<file path="src/hdl/lle_pkg.sv">
// lle_pkg: shared types and codes for the linked-list engine
// used by linked_list_engine; no dependencies
package lle_pkg;

    localparam logic [2:0] ACT_INS_FRONT = 3'd0;
    localparam logic [2:0] ACT_INS_AFTER = 3'd1;
    localparam logic [2:0] ACT_INS_BACK  = 3'd2;
    localparam logic [2:0] ACT_DEL_FRONT = 3'd3;
    localparam logic [2:0] ACT_DEL_KEY   = 3'd4;
    localparam logic [2:0] ACT_DEL_BACK  = 3'd5;
    localparam logic [2:0] ACT_REVERSE   = 3'd6;
    localparam logic [2:0] ACT_READ_OUT  = 3'd7;

    localparam logic [1:0] ST_OK        = 2'd0;
    localparam logic [1:0] ST_EMPTY     = 2'd1;
    localparam logic [1:0] ST_NOT_FOUND = 2'd2;
    localparam logic [1:0] ST_FULL      = 2'd3;

    typedef struct packed {
        logic [2:0]         action;
        logic signed [31:0] value;
        logic signed [31:0] key;
    } t_in;

    typedef struct packed {
        logic [1:0]         status;
        logic [5:0]         element_count;
        logic signed [31:0] element_value;
        logic               last_item;
    } t_out;

    typedef enum logic [3:0] {
        S_IDLE,
        S_DISPATCH,
        S_WALK_RD,
        S_WALK_CHK,
        S_FREE_RD,
        S_FREE_CHK,
        S_LINK_WR,
        S_GIVE,
        S_REPLY
    } t_state;

endpackage

</file>
<file path="src/hdl/linked_list_engine.sv">
// linked_list_engine: ordered list of signed values in a bounded node store
// depends on lle_pkg and lle_ram
//
// Input channel i_in_valid / o_in_stall carries one command (action, value,
// key). Output channel o_out_valid / i_out_stall returns results: one per
// command, or one per element for a read-out, the last flagged by last_item.
// One command is taken at a time; o_in_stall stays high until its last
// result sits in the output register.
// Commands that search or traverse the list walk it node by node, reading
// each node from the value and link memories in a read state and then a
// check state; insert front and insert back take a free node without a walk.
// An empty list or a full store replies without a walk, a missing key after
// the whole walk.
// Synchronous reset empties the list and chains all nodes as free; the link
// store needs no clearing pass. When the receiver stalls, the output
// register holds its result and the sequencer waits before loading the next.
module linked_list_engine #(
    parameter int CAPACITY    = 32,
    parameter int VALUE_WIDTH = 32
) (
    input  logic          i_clk,
    input  logic          i_rst_n,
    input  logic          i_in_valid,
    output logic          o_in_stall,
    input  lle_pkg::t_in  i_in_data,
    output logic          o_out_valid,
    input  logic          i_out_stall,
    output lle_pkg::t_out o_out_data
);

    localparam int AW    = $clog2(CAPACITY);
    localparam int IDX_W = $clog2(CAPACITY + 1);
    localparam logic [IDX_W-1:0] NIL = IDX_W'(CAPACITY);

    lle_pkg::t_state r_state, n_state;

    logic [2:0]                    r_act, n_act;
    logic signed [VALUE_WIDTH-1:0] r_val, n_val;
    logic signed [VALUE_WIDTH-1:0] r_key, n_key;
    logic [1:0]                    r_st, n_st;
    logic [IDX_W-1:0]              r_head, n_head;
    logic [IDX_W-1:0]              r_tail, n_tail;
    logic [IDX_W-1:0]              r_free, n_free;
    logic [IDX_W-1:0]              r_cnt, n_cnt;
    logic [IDX_W-1:0]              r_cur, n_cur;
    logic [IDX_W-1:0]              r_prev, n_prev;
    logic [IDX_W-1:0]              r_found, n_found;
    logic [IDX_W-1:0]              r_nxt, n_nxt;
    logic [AW-1:0]                 r_pw_addr, n_pw_addr;
    logic [IDX_W-1:0]              r_pw_data, n_pw_data;
    logic [AW-1:0]                 r_raddr, n_raddr;
    logic [CAPACITY-1:0]           r_lvld, n_lvld;
    logic                          r_ovld, n_ovld;
    lle_pkg::t_out                 r_out, n_out;

    // memory ports
    logic                    w_re;
    logic [AW-1:0]           w_ra;
    logic                    w_vwe;
    logic [AW-1:0]           w_vwa;
    logic [VALUE_WIDTH-1:0]  w_vwd;
    logic [VALUE_WIDTH-1:0]  w_vq_raw;
    logic signed [VALUE_WIDTH-1:0] w_vq;
    logic                    w_lwe;
    logic [AW-1:0]           w_lwa;
    logic [IDX_W-1:0]        w_lwd;
    logic [IDX_W-1:0]        w_lq;
    logic [IDX_W-1:0]        w_lnk;

    logic w_empty, w_full, w_match, w_nil, w_can_load;
    logic [IDX_W-1:0] w_new_head;

    lle_ram #(.WIDTH(VALUE_WIDTH), .DEPTH(CAPACITY)) u_values (
        .i_clk  (i_clk),
        .i_we   (w_vwe),
        .i_waddr(w_vwa),
        .i_wdata(w_vwd),
        .i_re   (w_re),
        .i_raddr(w_ra),
        .o_rdata(w_vq_raw)
    );

    lle_ram #(.WIDTH(IDX_W), .DEPTH(CAPACITY)) u_links (
        .i_clk  (i_clk),
        .i_we   (w_lwe),
        .i_waddr(w_lwa),
        .i_wdata(w_lwd),
        .i_re   (w_re),
        .i_raddr(w_ra),
        .o_rdata(w_lq)
    );

    assign w_vq = w_vq_raw;
    // a link never written still holds its reset chaining to the next entry
    assign w_lnk = r_lvld[r_raddr] ? w_lq : (IDX_W'(r_raddr) + IDX_W'(1));

    assign w_empty    = (r_head == NIL);
    assign w_full     = (r_free == NIL);
    assign w_match    = (w_vq == r_key);
    assign w_nil      = (w_lnk == NIL);
    assign w_can_load = !r_ovld || !i_out_stall;
    assign w_new_head = (r_cur == r_head) ? w_lnk : r_head;

    // next state
    always_comb begin
        n_state = r_state;
        case (r_state)
            lle_pkg::S_IDLE: begin
                if (i_in_valid) n_state = lle_pkg::S_DISPATCH;
            end
            lle_pkg::S_DISPATCH: begin
                case (r_act)
                    lle_pkg::ACT_INS_FRONT, lle_pkg::ACT_INS_BACK: begin
                        n_state = w_full ? lle_pkg::S_REPLY : lle_pkg::S_FREE_RD;
                    end
                    lle_pkg::ACT_INS_AFTER: begin
                        n_state = (w_full || w_empty) ? lle_pkg::S_REPLY : lle_pkg::S_WALK_RD;
                    end
                    lle_pkg::ACT_DEL_BACK: begin
                        if (w_empty) n_state = lle_pkg::S_REPLY;
                        else if (r_head == r_tail) n_state = lle_pkg::S_GIVE;
                        else n_state = lle_pkg::S_WALK_RD;
                    end
                    default: begin
                        n_state = w_empty ? lle_pkg::S_REPLY : lle_pkg::S_WALK_RD;
                    end
                endcase
            end
            lle_pkg::S_WALK_RD: n_state = lle_pkg::S_WALK_CHK;
            lle_pkg::S_WALK_CHK: begin
                case (r_act)
                    lle_pkg::ACT_INS_AFTER: begin
                        if (w_match) n_state = lle_pkg::S_FREE_RD;
                        else if (w_nil) n_state = lle_pkg::S_REPLY;
                        else n_state = lle_pkg::S_WALK_RD;
                    end
                    lle_pkg::ACT_DEL_FRONT: n_state = lle_pkg::S_GIVE;
                    lle_pkg::ACT_DEL_KEY: begin
                        if (w_match) n_state = lle_pkg::S_GIVE;
                        else if (w_nil) n_state = lle_pkg::S_REPLY;
                        else n_state = lle_pkg::S_WALK_RD;
                    end
                    lle_pkg::ACT_DEL_BACK: begin
                        n_state = (w_lnk == r_tail) ? lle_pkg::S_GIVE : lle_pkg::S_WALK_RD;
                    end
                    lle_pkg::ACT_REVERSE: begin
                        n_state = w_nil ? lle_pkg::S_REPLY : lle_pkg::S_WALK_RD;
                    end
                    lle_pkg::ACT_READ_OUT: begin
                        if (w_can_load) n_state = w_nil ? lle_pkg::S_IDLE : lle_pkg::S_WALK_RD;
                    end
                    default: n_state = lle_pkg::S_REPLY;
                endcase
            end
            lle_pkg::S_FREE_RD: n_state = lle_pkg::S_FREE_CHK;
            lle_pkg::S_FREE_CHK: begin
                if (r_act == lle_pkg::ACT_INS_AFTER ||
                    (r_act == lle_pkg::ACT_INS_BACK && !w_empty)) begin
                    n_state = lle_pkg::S_LINK_WR;
                end else begin
                    n_state = lle_pkg::S_REPLY;
                end
            end
            lle_pkg::S_LINK_WR: n_state = lle_pkg::S_REPLY;
            lle_pkg::S_GIVE:    n_state = lle_pkg::S_REPLY;
            lle_pkg::S_REPLY: begin
                if (w_can_load) n_state = lle_pkg::S_IDLE;
            end
            default: n_state = lle_pkg::S_IDLE;
        endcase
    end

    // datapath and outputs
    always_comb begin
        n_act     = r_act;
        n_val     = r_val;
        n_key     = r_key;
        n_st      = r_st;
        n_head    = r_head;
        n_tail    = r_tail;
        n_free    = r_free;
        n_cnt     = r_cnt;
        n_cur     = r_cur;
        n_prev    = r_prev;
        n_found   = r_found;
        n_nxt     = r_nxt;
        n_pw_addr = r_pw_addr;
        n_pw_data = r_pw_data;
        n_raddr   = r_raddr;
        n_lvld    = r_lvld;
        n_ovld    = r_ovld && i_out_stall;
        n_out     = r_out;
        w_re      = 1'b0;
        w_ra      = r_cur[AW-1:0];
        w_vwe     = 1'b0;
        w_vwa     = r_free[AW-1:0];
        w_vwd     = r_val;
        w_lwe     = 1'b0;
        w_lwa     = r_cur[AW-1:0];
        w_lwd     = NIL;

        case (r_state)
            lle_pkg::S_IDLE: begin
                if (i_in_valid) begin
                    n_act = i_in_data.action;
                    n_val = VALUE_WIDTH'(i_in_data.value);
                    n_key = VALUE_WIDTH'(i_in_data.key);
                    n_st  = lle_pkg::ST_OK;
                end
            end
            lle_pkg::S_DISPATCH: begin
                n_cur  = r_head;
                n_prev = NIL;
                case (r_act)
                    lle_pkg::ACT_INS_FRONT, lle_pkg::ACT_INS_BACK: begin
                        if (w_full) n_st = lle_pkg::ST_FULL;
                    end
                    lle_pkg::ACT_INS_AFTER: begin
                        if (w_full) n_st = lle_pkg::ST_FULL;
                        else if (w_empty) n_st = lle_pkg::ST_EMPTY;
                    end
                    lle_pkg::ACT_DEL_BACK: begin
                        if (w_empty) begin
                            n_st = lle_pkg::ST_EMPTY;
                        end else if (r_head == r_tail) begin
                            n_head  = NIL;
                            n_tail  = NIL;
                            n_found = r_tail;
                        end
                    end
                    lle_pkg::ACT_REVERSE: begin
                        if (w_empty) n_st = lle_pkg::ST_EMPTY;
                        else n_tail = r_head;
                    end
                    default: begin
                        if (w_empty) n_st = lle_pkg::ST_EMPTY;
                    end
                endcase
            end
            lle_pkg::S_WALK_RD: begin
                w_re    = 1'b1;
                w_ra    = r_cur[AW-1:0];
                n_raddr = r_cur[AW-1:0];
            end
            lle_pkg::S_WALK_CHK: begin
                case (r_act)
                    lle_pkg::ACT_INS_AFTER: begin
                        if (w_match) begin
                            n_found = r_cur;
                            n_nxt   = w_lnk;
                        end else if (w_nil) begin
                            n_st = lle_pkg::ST_NOT_FOUND;
                        end else begin
                            n_prev = r_cur;
                            n_cur  = w_lnk;
                        end
                    end
                    lle_pkg::ACT_DEL_FRONT: begin
                        n_head  = w_lnk;
                        n_found = r_cur;
                        if (w_nil) n_tail = NIL;
                    end
                    lle_pkg::ACT_DEL_KEY: begin
                        if (w_match) begin
                            n_found = r_cur;
                            if (r_cur == r_head) begin
                                n_head = w_lnk;
                            end else begin
                                w_lwe = 1'b1;
                                w_lwa = r_prev[AW-1:0];
                                w_lwd = w_lnk;
                            end
                            if (r_cur == r_tail) begin
                                n_tail = (w_new_head == NIL) ? NIL : r_prev;
                            end
                        end else if (w_nil) begin
                            n_st = lle_pkg::ST_NOT_FOUND;
                        end else begin
                            n_prev = r_cur;
                            n_cur  = w_lnk;
                        end
                    end
                    lle_pkg::ACT_DEL_BACK: begin
                        if (w_lnk == r_tail) begin
                            w_lwe   = 1'b1;
                            w_lwa   = r_cur[AW-1:0];
                            w_lwd   = NIL;
                            n_found = r_tail;
                            n_tail  = r_cur;
                        end else begin
                            n_cur = w_lnk;
                        end
                    end
                    lle_pkg::ACT_REVERSE: begin
                        w_lwe  = 1'b1;
                        w_lwa  = r_cur[AW-1:0];
                        w_lwd  = r_prev;
                        n_prev = r_cur;
                        n_cur  = w_lnk;
                        if (w_nil) n_head = r_cur;
                    end
                    lle_pkg::ACT_READ_OUT: begin
                        if (w_can_load) begin
                            n_ovld                  = 1'b1;
                            n_out.status            = lle_pkg::ST_OK;
                            n_out.element_count     = 6'(r_cnt);
                            n_out.element_value     = 32'(w_vq);
                            n_out.last_item         = w_nil;
                            n_cur                   = w_lnk;
                        end
                    end
                    default: ;
                endcase
            end
            lle_pkg::S_FREE_RD: begin
                w_re    = 1'b1;
                w_ra    = r_free[AW-1:0];
                n_raddr = r_free[AW-1:0];
            end
            lle_pkg::S_FREE_CHK: begin
                // pop the free head into the value and link stores
                w_vwe  = 1'b1;
                w_vwa  = r_free[AW-1:0];
                w_lwe  = 1'b1;
                w_lwa  = r_free[AW-1:0];
                n_free = w_lnk;
                n_cnt  = r_cnt + IDX_W'(1);
                if (r_act == lle_pkg::ACT_INS_AFTER) begin
                    w_lwd     = r_nxt;
                    n_pw_addr = r_found[AW-1:0];
                    n_pw_data = r_free;
                    if (r_found == r_tail) n_tail = r_free;
                end else if (w_empty) begin
                    w_lwd  = NIL;
                    n_head = r_free;
                    n_tail = r_free;
                end else if (r_act == lle_pkg::ACT_INS_FRONT) begin
                    w_lwd  = r_head;
                    n_head = r_free;
                end else begin
                    w_lwd     = NIL;
                    n_pw_addr = r_tail[AW-1:0];
                    n_pw_data = r_free;
                    n_tail    = r_free;
                end
            end
            lle_pkg::S_LINK_WR: begin
                w_lwe = 1'b1;
                w_lwa = r_pw_addr;
                w_lwd = r_pw_data;
            end
            lle_pkg::S_GIVE: begin
                // freed node goes to the front of the free list
                w_lwe  = 1'b1;
                w_lwa  = r_found[AW-1:0];
                w_lwd  = r_free;
                n_free = r_found;
                n_cnt  = r_cnt - IDX_W'(1);
            end
            lle_pkg::S_REPLY: begin
                if (w_can_load) begin
                    n_ovld              = 1'b1;
                    n_out.status        = r_st;
                    n_out.element_count = 6'(r_cnt);
                    n_out.element_value = '0;
                    n_out.last_item     = 1'b1;
                end
            end
            default: ;
        endcase

        if (w_lwe) n_lvld[w_lwa] = 1'b1;
    end

    always_ff @(posedge i_clk) begin
        if (!i_rst_n) begin
            r_state <= lle_pkg::S_IDLE;
            r_head  <= NIL;
            r_tail  <= NIL;
            r_free  <= '0;
            r_cnt   <= '0;
            r_lvld  <= '0;
            r_ovld  <= 1'b0;
        end else begin
            r_state <= n_state;
            r_head  <= n_head;
            r_tail  <= n_tail;
            r_free  <= n_free;
            r_cnt   <= n_cnt;
            r_lvld  <= n_lvld;
            r_ovld  <= n_ovld;
        end
        r_act     <= n_act;
        r_val     <= n_val;
        r_key     <= n_key;
        r_st      <= n_st;
        r_cur     <= n_cur;
        r_prev    <= n_prev;
        r_found   <= n_found;
        r_nxt     <= n_nxt;
        r_pw_addr <= n_pw_addr;
        r_pw_data <= n_pw_data;
        r_raddr   <= n_raddr;
        r_out     <= n_out;
    end

    assign o_in_stall  = (r_state != lle_pkg::S_IDLE);
    assign o_out_valid = r_ovld;
    assign o_out_data  = r_out;

    a_cnt_bound: assert property (@(posedge i_clk) disable iff (!i_rst_n)
        r_cnt <= IDX_W'(CAPACITY))
        else $error("element count above capacity");

    a_head_cnt: assert property (@(posedge i_clk) disable iff (!i_rst_n)
        (r_state == lle_pkg::S_IDLE) |-> ((r_head == NIL) == (r_cnt == '0)))
        else $error("list head and element count disagree");

    a_free_cnt: assert property (@(posedge i_clk) disable iff (!i_rst_n)
        (r_state == lle_pkg::S_IDLE) |-> ((r_free == NIL) == (r_cnt == IDX_W'(CAPACITY))))
        else $error("free list and element count disagree");

    a_tail_head: assert property (@(posedge i_clk) disable iff (!i_rst_n)
        (r_state == lle_pkg::S_IDLE) |-> ((r_tail == NIL) == (r_head == NIL)))
        else $error("list tail and head disagree on empty");

endmodule

</file>
<file path="src/hdl/lle_ram.sv">
// lle_ram: generic single-write, single-read RAM with registered read data
// no dependencies
module lle_ram #(
    parameter int WIDTH = 32,
    parameter int DEPTH = 32
) (
    input  logic                     i_clk,
    input  logic                     i_we,
    input  logic [$clog2(DEPTH)-1:0] i_waddr,
    input  logic [WIDTH-1:0]         i_wdata,
    input  logic                     i_re,
    input  logic [$clog2(DEPTH)-1:0] i_raddr,
    output logic [WIDTH-1:0]         o_rdata
);

    logic [WIDTH-1:0] r_mem [DEPTH];
    logic [WIDTH-1:0] r_rdata;

    always_ff @(posedge i_clk) begin
        if (i_we) begin
            r_mem[i_waddr] <= i_wdata;
        end
        if (i_re) begin
            r_rdata <= r_mem[i_raddr];
        end
    end

    assign o_rdata = r_rdata;

endmodule

</file>
<file path="config.mk">
export PLATFORM = sky130hd
export DESIGN_NAME = linked_list_engine
export DESIGN_NICKNAME = d
export VERILOG_FILES = /design/src/hdl/lle_pkg.sv /design/src/hdl/linked_list_engine.sv /design/src/hdl/lle_ram.sv
export SDC_FILE = /design/constraint.sdc
export NUM_CORES = 2
export LEC_CHECK = 0
export ABC_AREA = 1
export BUFFER_PORTS_ARGS = -buffer_cell sky130_fd_sc_hd__buf_4
export CAP_MARGIN = 40
export CORE_MARGIN = 2
export CORE_UTILIZATION = 50
export CTS_BUF_LIST = sky130_fd_sc_hd__clkbuf_4
export DETAILED_ROUTE_END_ITERATION = 6
export PLACE_DENSITY = 0.71
export REMOVE_ABC_BUFFERS = 1
export SYNTH_ARGS = -nofsm -noshare
export SYNTH_HDL_FRONTEND = slang
export SYNTH_SLANG_ARGS = --single-unit
</file>
<file path="constraint.sdc">
create_clock -name i_clk -period 6.1 [get_ports i_clk]
set_clock_uncertainty 0.05 [all_clocks]
set_input_delay 0.915 -clock i_clk [delete_from_list [all_inputs] [get_ports i_clk]]
set_output_delay 0.915 -clock i_clk [all_outputs]
set_load 0.01 [all_outputs]
</file>
==> Word-level counts from Yosys, hierarchy flattened <==
Memories as Yosys holds them, arrays and structs flattened. A register that Yosys moved wholly into a read port is not among the register bits.
Index checks and enable logic that the tools add are counted.
{ "op_classes": {"n_eq_ne": 61, "reduce_logical": 34, "add_sub_neg": 3, "n_mux": 110, "bitwise": 1, "order_cmp": 3} }
{ "op_table": {"columns": ["cell", "count"], "rows": [
  ["2-to-1 mux 6 bit", 38],
  ["2-to-1 mux 41 bit", 3],
  ["one-hot mux 6 bit (2 select lines)", 8],
  ["one-hot mux 6 bit (3 select lines)", 5],
  ["one-hot mux 41 bit (2 select lines)", 1],
  ["inequality test 3 bit (second input constant)", 17],
  ["one-hot mux 6 bit (4 select lines)", 2],
  ["2-to-1 mux 4 bit", 11],
  ["2-to-1 mux 5 bit", 7],
  ["equality test 32 bit", 1],
  ["bitwise OR 32 bit", 1],
  ["one-hot mux 4 bit (8 select lines)", 1],
  ["equality test 6 bit", 5],
  ["equality test 6 bit (second input constant)", 4],
  ["inequality test 2 bit (second input constant)", 12],
  ["one-hot mux 4 bit (6 select lines)", 1],
  ["one-hot mux 5 bit (4 select lines)", 1],
  ["equality test 4 x 3 -> 1 bit (second input constant)", 4],
  ["2-to-1 mux 2 bit", 8],
  ["2-to-1 mux 1 bit", 13],
  ["equality test 3 bit (second input constant)", 4],
  ["< comparator 5 x 6 -> 1 bit (second input constant)", 2],
  ["one-hot mux 4 bit (3 select lines)", 1],
  ["AND reduction 12 bit", 1],
  ["39 further kinds", 61]
]} }
{ "totals": {"ram_bits": 1216, "wordCells": 236, "n_memories": 2, "output_inout_bits": 43, "ff_bits": 211, "in_bits": 71} }
{ "mem_list": {"columns": ["memory", "depth", "word_bits", "read_ports", "rd_ports_with_merged_regs", "wr", "line_no", "source"], "rows": [
  ["u_values.r_mem", 32, 32, 1, 1, 1, "lle_ram.sv:16", "logic [WIDTH-1:0] r_mem [DEPTH];"],
  ["u_links.r_mem", 32, 6, 1, 1, 1, "lle_ram.sv:16", null]
]} }

==> Longest topological paths before layout <==
{ "logic_depth": {"depth_word": 10, "depth_mapped": 22, "depth_no_buf": 20} }

==> Hierarchy <==
From an unflattened synthesis, not the netlist that was laid out.
{ "unflattened": {"cells_unflattened": 5440, "area_unflattened_um2": 61637.9} }
{ "modules_own_cells": {"columns": ["module", "area_per_inst_um2", "cells_each", "seq_area_each_um2", "n_inst"], "rows": [
  ["lle_ram (u_values)", 42726.0, 3536, 31710.4, 1],
  ["linked_list_engine", 10774.1, 1200, 5725.5, 1],
  ["lle_ram (u_links)", 8137.8, 704, 5945.7, 1]
]} }

==> Worst setup path before layout <==
Ideal clock, no wire load.
{ "synth_timing": {"path_kind": "input-to-reg", "startpoint": "in i_in_valid", "endpoint": "reg r_act[0], enable pin", "path_stages": 2, "path_slack_ns": 1.825, "arrival_time_ns": 3.732, "path_buffers": 0, "cell_sequence": "inv_1 > nor2_1"} }
{ "synth_between": {"elab_chain_len": 1} }
{ "synth_rtl": {"columns": ["item", "line_no", "source"], "rows": [
  ["start: declaration", "linked_list_engine.sv:23", "input logic i_in_valid,"],
  ["AND reduction 2 bit (no source line)", null, null],
  ["end signal: assignment", "linked_list_engine.sv:393", "r_act <= n_act;"],
  ["end: declaration", "linked_list_engine.sv:37", "logic [2:0] r_act, n_act;"]
]} }
No other way between the ends.
A chain may end at the register's enable or synchronous reset.

==> Worst setup path after layout <==
{ "layout_timing": {"startpoint": "reg r_state[2]", "endpoint": "reg u_values.r_rdata[4] (netlist: u_values.o_rdata[4]) (read register of u_values.r_mem), data pin"} }
{ "layout_between": {"elab_chain_len": 3} }
{ "layout_rtl": {"columns": ["item", "line_no", "source"], "rows": [
  ["start: declaration", "linked_list_engine.sv:35", "lle_pkg::t_state r_state, n_state;"],
  ["start signal: assignment", "linked_list_engine.sv:377", "r_state <= lle_pkg::S_IDLE;"],
  ["start signal: assignment", "linked_list_engine.sv:385", "r_state <= n_state;"],
  ["equality test 4 x 3 -> 1 bit or equality test 4 x 2 -> 1 bit (tied branches)", "linked_list_engine.sv:202", "case (r_state)"],
  ["OR reduction 2 bit (no source line)", null, null],
  ["2-to-1 mux 1 bit", "linked_list_engine.sv:202", null],
  ["end: declaration", "lle_ram.sv:17", "logic [WIDTH-1:0] r_rdata;"]
]} }
Several ways; a longest one is shown, not always the timed one.

==> summary.md <==
| Metric | Value |
|---|---|
| Share of cells above drive strength 1 | `~17%` |
| Final std cells w/o fill | `6,798` |
| Design Power | `around 30 mW` |
| Area share of the largest cell type after synthesis | `between 70 and 80%` |
| WP data arrival | `approximately 5.2 ns` |
| Cells along the critical path | `inv_1 -> nor2_1 -> inv_1 -> nor2_2 -> nand2_1 -> o21ai_4 -> buf_4 -> buf_12 -> o21ai_0 -> o221ai_1 -> o211ai_1 -> nand2_1 -> a31oi_1 -> a31oi_1` |
| Fmax achieved | `~230 MHz` |
| Number of synthesized flops with an enable pin | `between 1,000 and 1,500` |
| Max-Cap Viols | `0` |
| Vias in the first global route | `around 40,000` |
| Status | `finished clean` |
| Worst endpoint required time | `roughly 7 ns` |
| Worst Setup Slack post-DPL | `about 1.7 ns` |
| Initial Util | `between 50% and 60%` |
| R2r endpoint | `u_values.o_rdata[4]` |
| Final setup margin | `1.75 ns` |
| Cell taking the most area after synthesis | `edfxtp_1` |
| Grt ovf | `0` |
| Slew Viols, Final | `0` |
| Width of the die | `347 um` |
| Final Setup Violations | `0` |
| Die height | `roughly 350 um` |
| Final period util | `between 70% and 80%` |
| CTS Buf Count | `~380` |
| Final Hold Viols | `0` |
| FF-to-FF path depth | `14` |
| Area share of and/or/nand/nor cells after synthesis | `a little under a tenth` |
| Synth cell types | `between 50 and 60` |
| Lkg Pwr | `between 20 and 25 nW` |
| Crit-path max FO | `between 150 and 200` |
| Post-DR vias/cell | `roughly 6.1` |
| Compound-Gate Fraction of Synth Area | `about an eighth` |
| CP startpoint kind | `register` |
| Xor-xnor portion of the synthesized cell area | `less than 1%` |
| Synth top area cells | `edfxtp_1 (72%), o21ai_0 (5.8%), nor2_1 (5.3%)` |
| Largest net degree at the start of global routing | `roughly 230` |
| Hold Buf Count CTS | `a little under 70` |
| Critical path capture point | `u_values.o_rdata[4]` |
| Synth Area per Inst | `between 10 and 15 um2` |
| Initial antenna violation count | `7` |
| Crit path depth | `14` |
| Cell Area, Synth | `just under 60,000 um2` |
| Share of synthesized area occupied by flip-flops and latches | `between 70% and 80%` |
| Pwr per Cell Area | `between 400 and 500 nW/um2` |
| Port bufs | `between 100 and 150` |
| Gpl congestion | `between 0.9 and 1` |
| Slew margin rel. | `roughly a quarter` |
| Max clock buf depth | `4` |
| CP max-delay cell | `buf_12` |
| CP delay by family, top | `compound AO/OA/AOI/OAI gates` |
| WP buf/inv | `4` |
| Adder-Cell Fraction of Synth Area | `less than 1%` |
| I/O pin total | `between 100 and 150` |
| Vias | `around 41,000` |
| Crit path from | `r_state[2]` |
| Max stage delay on crit path | `around 0.61 ns` |
| Syn Inst Count | `4,600` |
| Final Hold Slack | `around 0.16 ns` |
| Type of the most critical hold path | `in2reg` |
| Async S/R FF share, synth | `0%` |
| Area Overhead vs Synth | `15.2%` |
| DRC viols | `0` |
| CTS tree | `done` |
| Initial drt markers | `roughly 5,200` |
| Worst slew pin tran | `approximately 1.1 ns` |
| Clk slew on worst S/H paths | `roughly 0.07 ns` |
| Total Wirelength | `~170,000 um` |
| Final worst path period need | `4.35 ns` |
| Wire per inst | `about 25 um` |
| Synth Flop Type | `edfxtp_1` |
| Final ANT Viol Nets | `0` |
| # resized after CTS | `0` |
| Clk_lat worst skew | `about 1.3 ns` |
| Die footprint | `about 120,000 um2` |
| # H-tree levels | `5` |
| Main combinational cell family by area after synthesis | `compound AO/OA/AOI/OAI gates` |
| First-pass GRT wire length | `around 250,000 um` |
| GRT Overall Usage | `between 20% and 30%` |
| Worst setup EP type | `register` |
| Worst R2R Start | `r_state[2]` |
| Core area | `116,000 um2` |
| Row cnt | `125` |
| Worst R2R Setup Slack | `1.75 ns` |
| DP Wirelength | `a little under 100,000 um` |
| Final net count | `5,072` |
| VDD IR-drop max | `387 uV` |
| # clock sinks | `around 1,500` |
| Yosys reg bits | `approximately 1,500` |
| Setup CP Type | `reg2reg` |
| Drt pass-1 iters | `6` |
| Mux contribution to synthesized area | `0%` |
| Warnings from Yosys | `0` |
| Root buf cell | `clkbuf_4` |
| Placed cells | `6,067` |
| Setup Buffers After CTS | `0` |
| Unrepaired setup endpoints after global routing | `no` |
==> cells in the final DEF (no fill, tap or decap), types with 27 or more instances in the layout <==
master,synthesis,final
o211ai_1,57,57
a21oi_1,70,69
clkbuf_4,0,540
inv_1,200,195
buf_16,0,27
nor2_4,3,36
edfxtp_1,1404,1404
dlygate4sd3_1,0,68
buf_4,1,185
nor2_1,825,791
o221ai_1,251,251
nand2_1,309,308
o21ai_0,682,681
a31oi_1,80,80
clkinv_1,2,89
dfxtp_1,61,61
nand3_1,156,156
o22ai_1,70,70
==> cell families (layout without fill, tap and decap cells) <==
logic type	after synthesis	in the layout
flip-flops	1465	1465
other	0	10
adder cells (fa/ha/maj)	6	6
AO/OA/AOI/OAI	1239	1239
AND/OR/NAND/NOR	1350	1350
XOR/XNOR	36	36
buffers and inverters	504	1168
==> how the worst min path moves through the flow <==
stage / start / slack (ns) / cells past startpoint / to
final: i_in_valid / 0.16 / 3 / r_act[0]
after CTS: i_in_valid / 0.08 / 3 / r_act[0]
after global routing: i_in_valid / 0.12 / 3 / r_act[0]
after global placement: r_cnt[5] / 0.37 / 0 / o_out_data[38]
after detailed placement: r_cnt[5] / 0.38 / 0 / o_out_data[38]
after floorplan: r_cnt[5] / 0.36 / 0 / o_out_data[38]
==> final cells by class <==
cell class                      instances  area [um2]
Fill cell                            9204       48600
Sequential cell                      1465       43400
Clock inverter                        113         552
Timing Repair Buffer                  306        3270
Inverter                              209         812
Clock buffer                          540        4050
Antenna cell                           10        25.0
Tap cell                             1524        1910
Multi-Input combinational cell       2631       13800
==> cell usage after synthesis, types with 6 or more instances <==
library cell and n:
nand2_1 309, xnor2_1 26, nand3b_1 6, o22ai_1 70, edfxtp_1 1404, nand3_1 156, buf_6 7, inv_2 6
nand3_2 6, buf_1 7, dfxtp_1 61, or2_2 10, inv_1 200, a31oi_1 80, xor2_1 10, o21ai_0 682
a21oi_1 70, buf_2 33, nor2_1 825, o211ai_1 57, clkbuf_1 247, nand4_1 11, nand2_2 6, o221ai_1 251
==> state kept, by name, indices dropped and copies added, names as in the netlist, 2 cells and up <==
name / flops
r_key: 32
r_cur: 6
o_out_data: 41
r_tail: 6
u_values.o_rdata: 32
u_links.o_rdata: 6
r_nxt: 6
r_st: 2
r_pw_data: 6
r_free: 6
r_val: 32
r_cnt: 6
u_values.r_mem: 1024
r_pw_addr: 5
r_found: 6
u_links.r_mem: 192
r_state: 4
r_head: 6
r_act: 3
r_lvld: 32
r_raddr: 5
r_prev: 6
==> power by group <==
group / switching, mW / leakage (nW) / internal (mW)
combinational: 7.08 / 6.89 / 2.65
sequential: 0.514 / 12.9 / 12.1
clock: 3.90 / 2.75 / 4.19
total: 11.5 / 22.5 / 19.0
==> metrics by stage <==
step | setup TNS [ns] | utilization (%) | cell area [um2]
floorplan | -1100.20 | - | 57600
global placement | 0 | 52.8 | 61500
detailed placement | 0 | 53.7 | 62500
CTS | 0 | 58.2 | 67700
global route | 0 | 58.2 | 67800
finish | 0 | 58.2 | 67800
==> per-layer routing <==
metal  vias to the layer above  share of wire (%)  track usage, %
met5                         -              0.033               0
met1                     20000                 39            37.7
met3                       372                 10            5.88
met4                         8                3.4            11.0
li1                      18200                  -               -
met2                      2572                 47            43.4
==> worst reg2reg max path: cells and delay by family, from the launching register on <==
family | cells | cell delay [ns]
AOI/OAI and AO/OA | 6 | 1.61
buffers and inverters | 4 | 1.37
and+or+nand+nor | 4 | 0.76
DFF | 1 | 0.32
Note: power is estimated with default switching activity, not from simulation.
